$ cat src/rtl/core/phist_pkg.sv
`default_nettype none
// ----------------------------------------------------------------------------
// phist_pkg
// Shared constants, types and helpers of the pixel histogram block.
// ----------------------------------------------------------------------------
package phist_pkg;

    localparam int BIN_COUNT  = 256;
    localparam int COUNT_BITS = 24;
    localparam int CHANNELS   = 3;
    localparam int BIN_BITS   = (BIN_COUNT > 1) ? $clog2(BIN_COUNT) : 1;
    localparam int OUT_BITS   = 24;

    localparam logic [COUNT_BITS-1:0] COUNT_MAX = '1;
    localparam logic [OUT_BITS-1:0]   OUT_MAX   = '1;

    typedef logic [COUNT_BITS-1:0] t_count;
    typedef logic [BIN_BITS-1:0]   t_bin;

    typedef enum logic [1:0] {
        OP_COUNT = 2'd0,
        OP_READ  = 2'd1,
        OP_CLEAR = 2'd2,
        OP_NONE  = 2'd3
    } t_op;

    typedef struct packed {
        logic rd;
        t_bin rd_addr;
        logic bump;
        logic wipe;
        t_bin wipe_addr;
    } t_bank_cmd;

    typedef struct packed {
        logic [OUT_BITS-1:0] bin_count;
        logic                saturated;
    } t_result;

    function automatic t_bin bin_of(input logic [7:0] v);
        logic [15:0] p;
        p = 16'(v) * 16'(BIN_COUNT);
        return BIN_BITS'(p >> 8);
    endfunction

    function automatic logic [OUT_BITS-1:0] clamp_out(input t_count c);
        logic [31:0] w;
        w = 32'(c);
        if (w > 32'(OUT_MAX)) begin
            return OUT_MAX;
        end
        return OUT_BITS'(w);
    endfunction

endpackage
`default_nettype wire

$ cat src/rtl/core/phist_out_if.sv
`default_nettype none
// ----------------------------------------------------------------------------
// phist_out_if
// Result channel of the pixel histogram: one beat per read item.
// ----------------------------------------------------------------------------
interface phist_out_if;
    logic        valid;
    logic        ready;
    logic [23:0] bin_count;
    logic        saturated;

    modport source (output valid, bin_count, saturated, input ready);
    modport sink (input valid, bin_count, saturated, output ready);
endinterface
`default_nettype wire

$ cat src/rtl/core/phist_outq.sv
`default_nettype none
// ----------------------------------------------------------------------------
// phist_outq
// Two-entry result queue that drives the result channel.
// ----------------------------------------------------------------------------
module phist_outq (
    input  wire                i_clk,
    input  wire                i_rst_n,
    input  wire                i_push,
    input  phist_pkg::t_result i_data,
    output logic [1:0]         o_count,
    phist_out_if.source        o_out
);
    import phist_pkg::*;

    t_result    r_data [2];
    logic       r_wr_ptr;
    logic       r_rd_ptr;
    logic [1:0] r_count;
    logic       w_pop;

    assign w_pop           = o_out.valid && o_out.ready;
    assign o_out.valid     = (r_count != 2'd0);
    assign o_out.bin_count = r_data[r_rd_ptr].bin_count;
    assign o_out.saturated = r_data[r_rd_ptr].saturated;
    assign o_count         = r_count;

    always_ff @(posedge i_clk) begin
        if (i_push) begin
            r_data[r_wr_ptr] <= i_data;
        end
    end

    always_ff @(posedge i_clk) begin
        if (!i_rst_n) begin
            r_wr_ptr <= 1'b0;
            r_rd_ptr <= 1'b0;
            r_count  <= 2'd0;
        end else begin
            if (i_push) begin
                r_wr_ptr <= !r_wr_ptr;
            end
            if (w_pop) begin
                r_rd_ptr <= !r_rd_ptr;
            end
            case ({i_push, w_pop})
                2'b10:   r_count <= r_count + 2'd1;
                2'b01:   r_count <= r_count - 2'd1;
                default: r_count <= r_count;
            endcase
        end
    end

`ifndef SYNTHESIS
    a_no_overflow: assert property (@(posedge i_clk) disable iff (!i_rst_n)
        i_push |-> (r_count != 2'd2 || w_pop))
        else $error("result queue overflow");
`endif

endmodule
`default_nettype wire

$ cat src/flat_wrapper.sv
// flat-port wrapper written by rule: the top's interface ports become plain ports
module phist_outq_flat import phist_pkg::*;
  (i_clk, i_rst_n, i_push, i_data, o_count, o_out_valid, o_out_bin_count, o_out_saturated, o_out_ready);
  phist_out_if o_out_i ();
  input  wire i_clk;
  input  wire i_rst_n;
  input  wire i_push;
  input  phist_pkg::t_result i_data;
  output logic [1:0] o_count;
  output wire logic [$bits(o_out_i.valid)-1:0] o_out_valid;
  output wire logic [$bits(o_out_i.bin_count)-1:0] o_out_bin_count;
  output wire logic [$bits(o_out_i.saturated)-1:0] o_out_saturated;
  input wire logic [$bits(o_out_i.ready)-1:0] o_out_ready;
  assign o_out_valid = o_out_i.valid;
  assign o_out_bin_count = o_out_i.bin_count;
  assign o_out_saturated = o_out_i.saturated;
  assign o_out_i.ready = o_out_ready;
  phist_outq u_core (.i_clk(i_clk), .i_rst_n(i_rst_n), .i_push(i_push), .i_data(i_data), .o_count(o_count), .o_out(o_out_i));
endmodule
$ cat config.mk
export PLATFORM = sky130hd
export DESIGN_NAME = phist_outq_flat
export DESIGN_NICKNAME = d
export VERILOG_FILES = /design/src/rtl/core/phist_pkg.sv /design/src/rtl/core/phist_out_if.sv /design/src/rtl/core/phist_outq.sv /design/src/flat_wrapper.sv
export SDC_FILE = /design/constraint.sdc
export NUM_CORES = 1
export LEC_CHECK = 0
export ABC_CLOCK_PERIOD_IN_PS = 3500
export BUFFER_PORTS_ARGS = -buffer_cell sky130_fd_sc_hd__buf_2
export CAP_MARGIN = 10
export CELL_PAD_IN_SITES_DETAIL_PLACEMENT = 1
export CELL_PAD_IN_SITES_GLOBAL_PLACEMENT = 1
export CORE_ASPECT_RATIO = 1.4
export CORE_MARGIN = 2
export CORE_UTILIZATION = 45
export DETAILED_ROUTE_END_ITERATION = 8
export PLACE_DENSITY_LB_ADDON = 0.1
export SLEW_MARGIN = 20
export SYNTH_ARGS = -nofsm -noshare
export SYNTH_HDL_FRONTEND = slang
export SYNTH_SLANG_ARGS = --single-unit
$ cat constraint.sdc
create_clock -name i_clk -period 3.5 [get_ports i_clk]
set_input_delay 0.175 -clock i_clk [delete_from_list [all_inputs] [get_ports i_clk]]
set_output_delay 0.175 -clock i_clk [all_outputs]
set_load 0.1 [all_outputs]
==> impl_metrics.py, run 1 <==
metrics = {
    "outcome": {
        "outcome": "finished clean",
    },
    "grt": {
        "grt.total_usage_pct": 15.6,
        "grt_first_pass_wirelength_mm": 5.56,
        "grt_max_degree": 26,
        "grtUsageMet3_pct": 5.92,
        "grt.met2_usage_pct": 25.5,
        "grt_pass1_vias": 1121,
        "antenna_found_initial": 0,
        "use_met1_pct": 17.9,
        "grt-busiest-layer": "met2",
        "grt_overflow": 0,
    },
    "clocking": {
        "worstSkewPairLatency_ps": 300,
        "cts_setup_buffers": 0,
        "hold_buffers": 0,
        "root_buffer": "clkbuf_8",
        "cts_max_path_buffers": 2,
        "htreeDepth": 2,
        "cts_tree": "done",
        "cts_made_buffers": 5,
        "clkTransAtPathRegs_ps": 90,
        "cts-resized-gates": 0,
        "cts_sinks": 55,
    },
    "setup_path": {
        "path_cells": "mux2_2 > buf_2",
        "path_class": "reg2out",
        "cp.required_ps": 3320,
        "path_buf_inv": 1,
        "path_max_fanout": 25,
        "r2r_start": "u_core.o_count[0]",
        "slowest_delay_ps": 730,
        "slowest_stage": "dfxtp_2",
        "endpoint_kind": "output port",
        "start_kind": "register",
        "arrival_ps": 1750,
        "crit_family": "flip-flops",
    },
    "place": {
        "port_buffers": 56,
        "dp_hpwl_mm": 2.48,
        "gp_congestion": 0.609,
    },
    "flow_run": {
        "drv_cap": 0,
    },
    "power": {
        "p_seq_share_pct": 39.7,
        "p_per_area_nw_per_um2": 855,
        "combPwrFrac_pct": 44.6,
        "total_power_mw": 2.10,
        "power_switching_uw": 997,
        "swShare_pct": 47.6,
        "power_frac_clock_pct": 15.7,
        "p_leak_nw": 0.919,
        "intPower_mw": 1.10,
        "irDropWorstVdd_uv": 603,
    },
    "routing": {
        "antenna_left": 0,
        "dr_total_vias": 1048,
        "routedWlPerCell_um": 16.0,
        "drtIter0Drc": 27,
        "dr.pass1.iters": 2,
        "drc": 0,
        "routed_wl_mm": 3.55,
        "vias_per_cell": 4.72,
    },
    "floorplan": {
        "ios": 57,
        "die_h_um": 83.2,
        "core.rowCount": 28,
        "coreArea_um2": 4270,
        "initial_core_util_pct": 47.2,
        "dieArea_um2": 5040,
        "die_w_um": 60.6,
    },
    "cells_and_area": {
        "syn2layout_area_growth_pct": 21.5,
        "post-route-util_pct": 57.3,
        "multi_input_area_um2": 399,
        "ff_latch_area_um2": 1600,
        "antenna_cells": 0,
        "layout.nets": 191,
        "fillers": 447,
        "drive_gt1_share_pct": 56.8,
    },
    "timing": {
        "timing.final.hold_violations": 0,
        "final.min_clock_period_ps": 1930,
        "finalCritPeriodShare_pct": 55.1,
        "rsz0062_at_grt": "no",
        "setup_violations": 0,
        "max_slew.worst_pin.slew_ps": 610,
        "drv_slew": 0,
        "fmax_mhz": 519,
        "slew_headroom_pct": 59.3,
        "finClkSkew_ps": 4.58,
        "finalSetupTns_ps": 0,
    },
    "logic_synthesis": {
        "synth_area_um2": 2020,
        "yosysSeqAreaShare_pct": 79.5,
        "syn_nets": 130,
        "ys_warn_count": 0,
        "ys_types": 15,
        "synth_area_per_cell_um2": 20.2,
        "syn_inst": 100,
        "synth-seq-cells": 55,
    },
    "hold_path": {
        "min_path_type": "in2reg",
        "hold_path.startpoint": "i_data[13]",
    },
}
-- Yosys cell counts --
cell type,count,area [µm²]
edfxtp_1,50,1500
mux2_2,25,282
dfxtp_1,5,100
buf_2,3,15.0
nor2b_1,3,18.8
xnor2_1,3,26.3
and2_1,2,12.5
o21a_1,2,15.0
a21boi_1,1,7.51
ha_1,1,12.5
inv_1,1,3.75
nor2_1,1,3.75
o21ai_0,1,5.00
or2_2,1,6.26
or3_1,1,6.26
-- power by group through the flow --
stage          clock [mW]  combinational (mW)  sequential (mW)
6_report            0.329               0.934            0.833
5_1_grt             0.364               0.961            0.843
3_3_place_gp            0               0.929            0.845
4_1_cts             0.341               0.943            0.834
2_1_floorplan           0               0.794            0.871
3_5_place_dp            0               0.941            0.848
-- final timing paths --
path	end	slack, ps	depth (start not counted)
max	o_out_bin_count[7]	1570	2
max reg2reg	u_core.o_count[1]	1970	4
min	u_core.r_data[1][13]	50	1
min reg2reg	register	560	2
-- routing by layer --
metal / vias to the layer above / share of wire [%]
met2: 34 / 55
met1: 511 / 37
met5: - / 0
met3: 4 / 6.1
met4: 0 / 1.7
li1: 499 / -
-- flip-flops by register name, summed over array words and instances (netlist names), named ones only --
name / flops
u_core.r_data: 50
u_core.o_count: 2
u_core.r_rd_ptr: 1
u_core.r_wr_ptr: 1
-- cells by family (layout without fill, tap and decap cells) --
family / count (synthesis) / in the layout / synth area share [%]
XOR/XNOR: 3 / 3 / 1.30
adder cells (fa/ha/maj): 1 / 1 / 0.621
flip-flops: 55 / 55 / 79.5
buffers and inverters: 4 / 66 / 0.931
AND/OR/NAND/NOR: 8 / 8 / 2.36
multiplexers: 25 / 25 / 14.0
AO/OA/AOI/OAI: 4 / 4 / 1.37
-- per-stage QoR --
step	hold WS (ps)	cell area (µm²)	instances	setup WS (ps)
floorplan	274	2020	100	1480
global placement	364	2370	214	1470
detailed placement	367	2370	214	1470
CTS	43.6	2450	222	1110
global route	38.4	2450	222	1480
finish	53.2	2450	222	1570
-- placed cells by master (no fill, tap or decap) --
master	n
buf_2	56
edfxtp_1	50
mux2_2	25
clkbuf_8	5
dfxtp_1	4
xnor2_1	3
nor2b_1	3
o21a_1	2
clkbuf_1	2
or2_2	1
and2_2	1
inv_1	1
nor2_2	1
and2_1	1
o21ai_0	1
or3_1	1
a21boi_1	1
ha_1	1
dfxtp_2	1
clkinv_2	1
buf_4	1
-- final cells by class --
class	count	area share [%]
clock inverters	1	0.204
flip-flops and latches	55	65.4
inverters	1	0.153
well taps	60	3.06
multi-input cells	41	16.3
repair buffers	57	11.7
clock buffers	7	3.12
Power figures use the tool's default switching activity.
==> run 2, diff against run 1 <==
--- a/config.mk
+++ b/config.mk
@@ -5,14 +5,14 @@
 export SDC_FILE = /design/constraint.sdc
 export NUM_CORES = 1
 export LEC_CHECK = 0
-export ABC_CLOCK_PERIOD_IN_PS = 3500
+export ABC_CLOCK_PERIOD_IN_PS = 1700
 export BUFFER_PORTS_ARGS = -buffer_cell sky130_fd_sc_hd__buf_2
 export CAP_MARGIN = 10
 export CELL_PAD_IN_SITES_DETAIL_PLACEMENT = 1
 export CELL_PAD_IN_SITES_GLOBAL_PLACEMENT = 1
 export CORE_ASPECT_RATIO = 1.4
 export CORE_MARGIN = 2
-export CORE_UTILIZATION = 45
+export CORE_UTILIZATION = 38
 export DETAILED_ROUTE_END_ITERATION = 8
 export PLACE_DENSITY_LB_ADDON = 0.1
 export SLEW_MARGIN = 20
==> constraint.sdc (replaced) <==
create_clock -name i_clk -period 1.7 [get_ports i_clk]
set_input_delay 0.085 -clock i_clk [delete_from_list [all_inputs] [get_ports i_clk]]
set_output_delay 0.085 -clock i_clk [all_outputs]
set_load 0.1 [all_outputs]
==> run 2 against run 1 <==
Compared with the run above: register-to-register slack worse by 1700 ps; hold slack improved by 1.5 ps; die area is 17% higher; worst setup slack worse by 1400 ps; largest power group unchanged; combinational power grew to 2.8 times the previous value; clock skew about the same; first-iteration DRC count up 19%; cell count increased by 16%; design area rose by 28%; critical path depth increased by 1; sequential power rose by 97%; critical path type unchanged; clock power rose by 97%.
==> impl_metrics.py, run 2 (synthesis results as in run 1) <==
metrics = {
    "timing": {
        "max_slew.worst_pin.slew_ps": 491,
        "slew_headroom_pct": 67.5,
        "finalCritPeriodShare_pct": 89.5,
        "final.min_clock_period_ps": 1520,
        "timing.final.hold_violations": 0,
        "finClkSkew_ps": 4.74,
        "rsz0062_at_grt": "no",
        "setup_violations": 0,
        "finalSetupTns_ps": 0,
        "drv_slew": 0,
        "fmax_mhz": 657,
    },
    "clocking": {
        "cts_made_buffers": 5,
        "cts_setup_buffers": 0,
        "worstSkewPairLatency_ps": 290,
        "cts_tree": "done",
        "root_buffer": "clkbuf_8",
        "clkTransAtPathRegs_ps": 90,
        "htreeDepth": 2,
        "cts_sinks": 55,
        "cts_max_path_buffers": 2,
    },
    "setup_path": {
        "r2r_start": "u_core.o_count[1]",
        "r2r_slack_ps": 230,
        "r2r-end": "u_core.o_count[1]",
        "crit_family": "buffers and inverters",
        "endpoint_kind": "output port",
        "slowest_stage": "mux2_2",
        "start_kind": "register",
        "reg2regPathDepth": 4,
        "arrival_ps": 1440,
        "path_class": "reg2out",
        "cp.required_ps": 1620,
        "path_max_fanout": 14,
        "path_buf_inv": 2,
        "path_cells": "buf_4 > mux2_2 > buf_12",
        "slowest_delay_ps": 400,
    },
    "grt": {
        "grt_pass1_vias": 1430,
        "antenna_found_initial": 0,
        "grt_max_degree": 16,
        "grt_first_pass_wirelength_mm": 6.80,
        "grt.total_usage_pct": 15.2,
        "grt_overflow": 0,
    },
    "power": {
        "intPower_mw": 2.78,
        "power_frac_clock_pct": 13.2,
        "p_leak_nw": 1.19,
        "irDropWorstVdd_uv": 787,
        "p_per_area_nw_per_um2": 1570,
        "total_power_mw": 4.92,
        "swShare_pct": 43.5,
        "p_seq_share_pct": 33.3,
        "power_switching_mw": 2.14,
        "combPwrFrac_pct": 53.5,
    },
    "cells_and_area": {
        "stdcell_count": 258,
        "layout_commonest_cell": "edfxtp_1",
        "post-route-util_pct": 60.7,
        "largest_register_ffs": 50,
        "syn2layout_area_growth_pct": 55.4,
        "layout_common_cells": "edfxtp_1, buf_2, buf_12",
        "layout.nets": 221,
        "drive_gt1_share_pct": 50.0,
        "largest-register": "u_core.r_data",
        "antenna_cells": 0,
        "fin_area_um2": 3130,
    },
    "flow_run": {
        "drv_cap": 0,
    },
    "floorplan": {
        "ios": 57,
        "core.rowCount": 31,
        "dieArea_um2": 5910,
        "die_h_um": 90.2,
        "die_w_um": 65.6,
        "initial_core_util_pct": 39.1,
        "coreArea_um2": 5160,
    },
    "routing": {
        "drc": 0,
        "dr.pass1.iters": 4,
        "antenna_left": 0,
        "routed_wl_mm": 3.98,
        "routedWlPerCell_um": 15.4,
        "drtIter0Drc": 32,
        "vias_per_cell": 4.60,
        "dr_total_vias": 1188,
    },
    "outcome": {
        "outcome": "finished clean",
    },
    "hold_path": {
        "min_to": "u_core.o_count[0]",
        "hold_path.startpoint": "i_rst_n",
        "hold_depth": 2,
        "min_path_type": "in2reg",
    },
    "place": {
        "port_buffers": 56,
        "placed_area_um2": 2800,
        "dp.cells": 225,
        "dp_hpwl_mm": 2.78,
        "gp_congestion": 0.729,
    },
}
## run 2: layout make-up
cell class                 count  area (µm²)
clock buffer                   6        72.6
clock inverter                 2        7.51
fill                         476        2030
inverter                       1        3.75
multi-input combinational     41         398
sequential                    55        1600
tap                           66        82.6
timing repair buffer          87         963
## run 2: per-stage QoR
stage,hold slack [ps],setup WS [ps]
finish,54.7,179
global route,46.3,96.7
CTS,46.1,162
detailed placement,277,240
global placement,272,339
floorplan,184,18.4
## run 2: what timing repair did
item,CTS,global route
gates resized for setup,0,0
hold buffers,25,0
endpoints found under the hold margin,50,0
setup endpoints to repair,0,0
## run 2: worst max-delay path by stage
stage                      startpoint  slack (ps)             endpoint  cells past startpoint
floorplan           u_core.o_count[1]          20    u_core.o_count[1]                      4
global route                 register         100  o_out_bin_count[10]                      3
finish                       register         180  o_out_bin_count[11]                      3
CTS                          register         160  o_out_bin_count[10]                      3
detailed placement  u_core.o_count[1]         240    u_core.o_count[1]                      4
global placement    u_core.o_count[1]         340    u_core.o_count[1]                      4
## run 2: layer usage
layer	GRT usage (%)	wire [µm]	vias to the layer above	part of all wire [%]
met2	29.8	2410	35	60
li1	-	-	563	-
met1	15.2	1380	588	35
met4	3.82	20	0	0.50
met5	0	0	-	0
met3	3.88	174	2	4.4
## run 2: power groups by stage
stage                     logic [mW]  registers (mW)  clock network (mW)
final                           2.63            1.64               0.648
after global routing            2.72            1.65               0.718
after CTS                       2.66            1.64               0.668
after detailed placement        2.61            1.67                   0
after global placement          2.57            1.66                   0
after floorplan                 1.63            1.80                   0
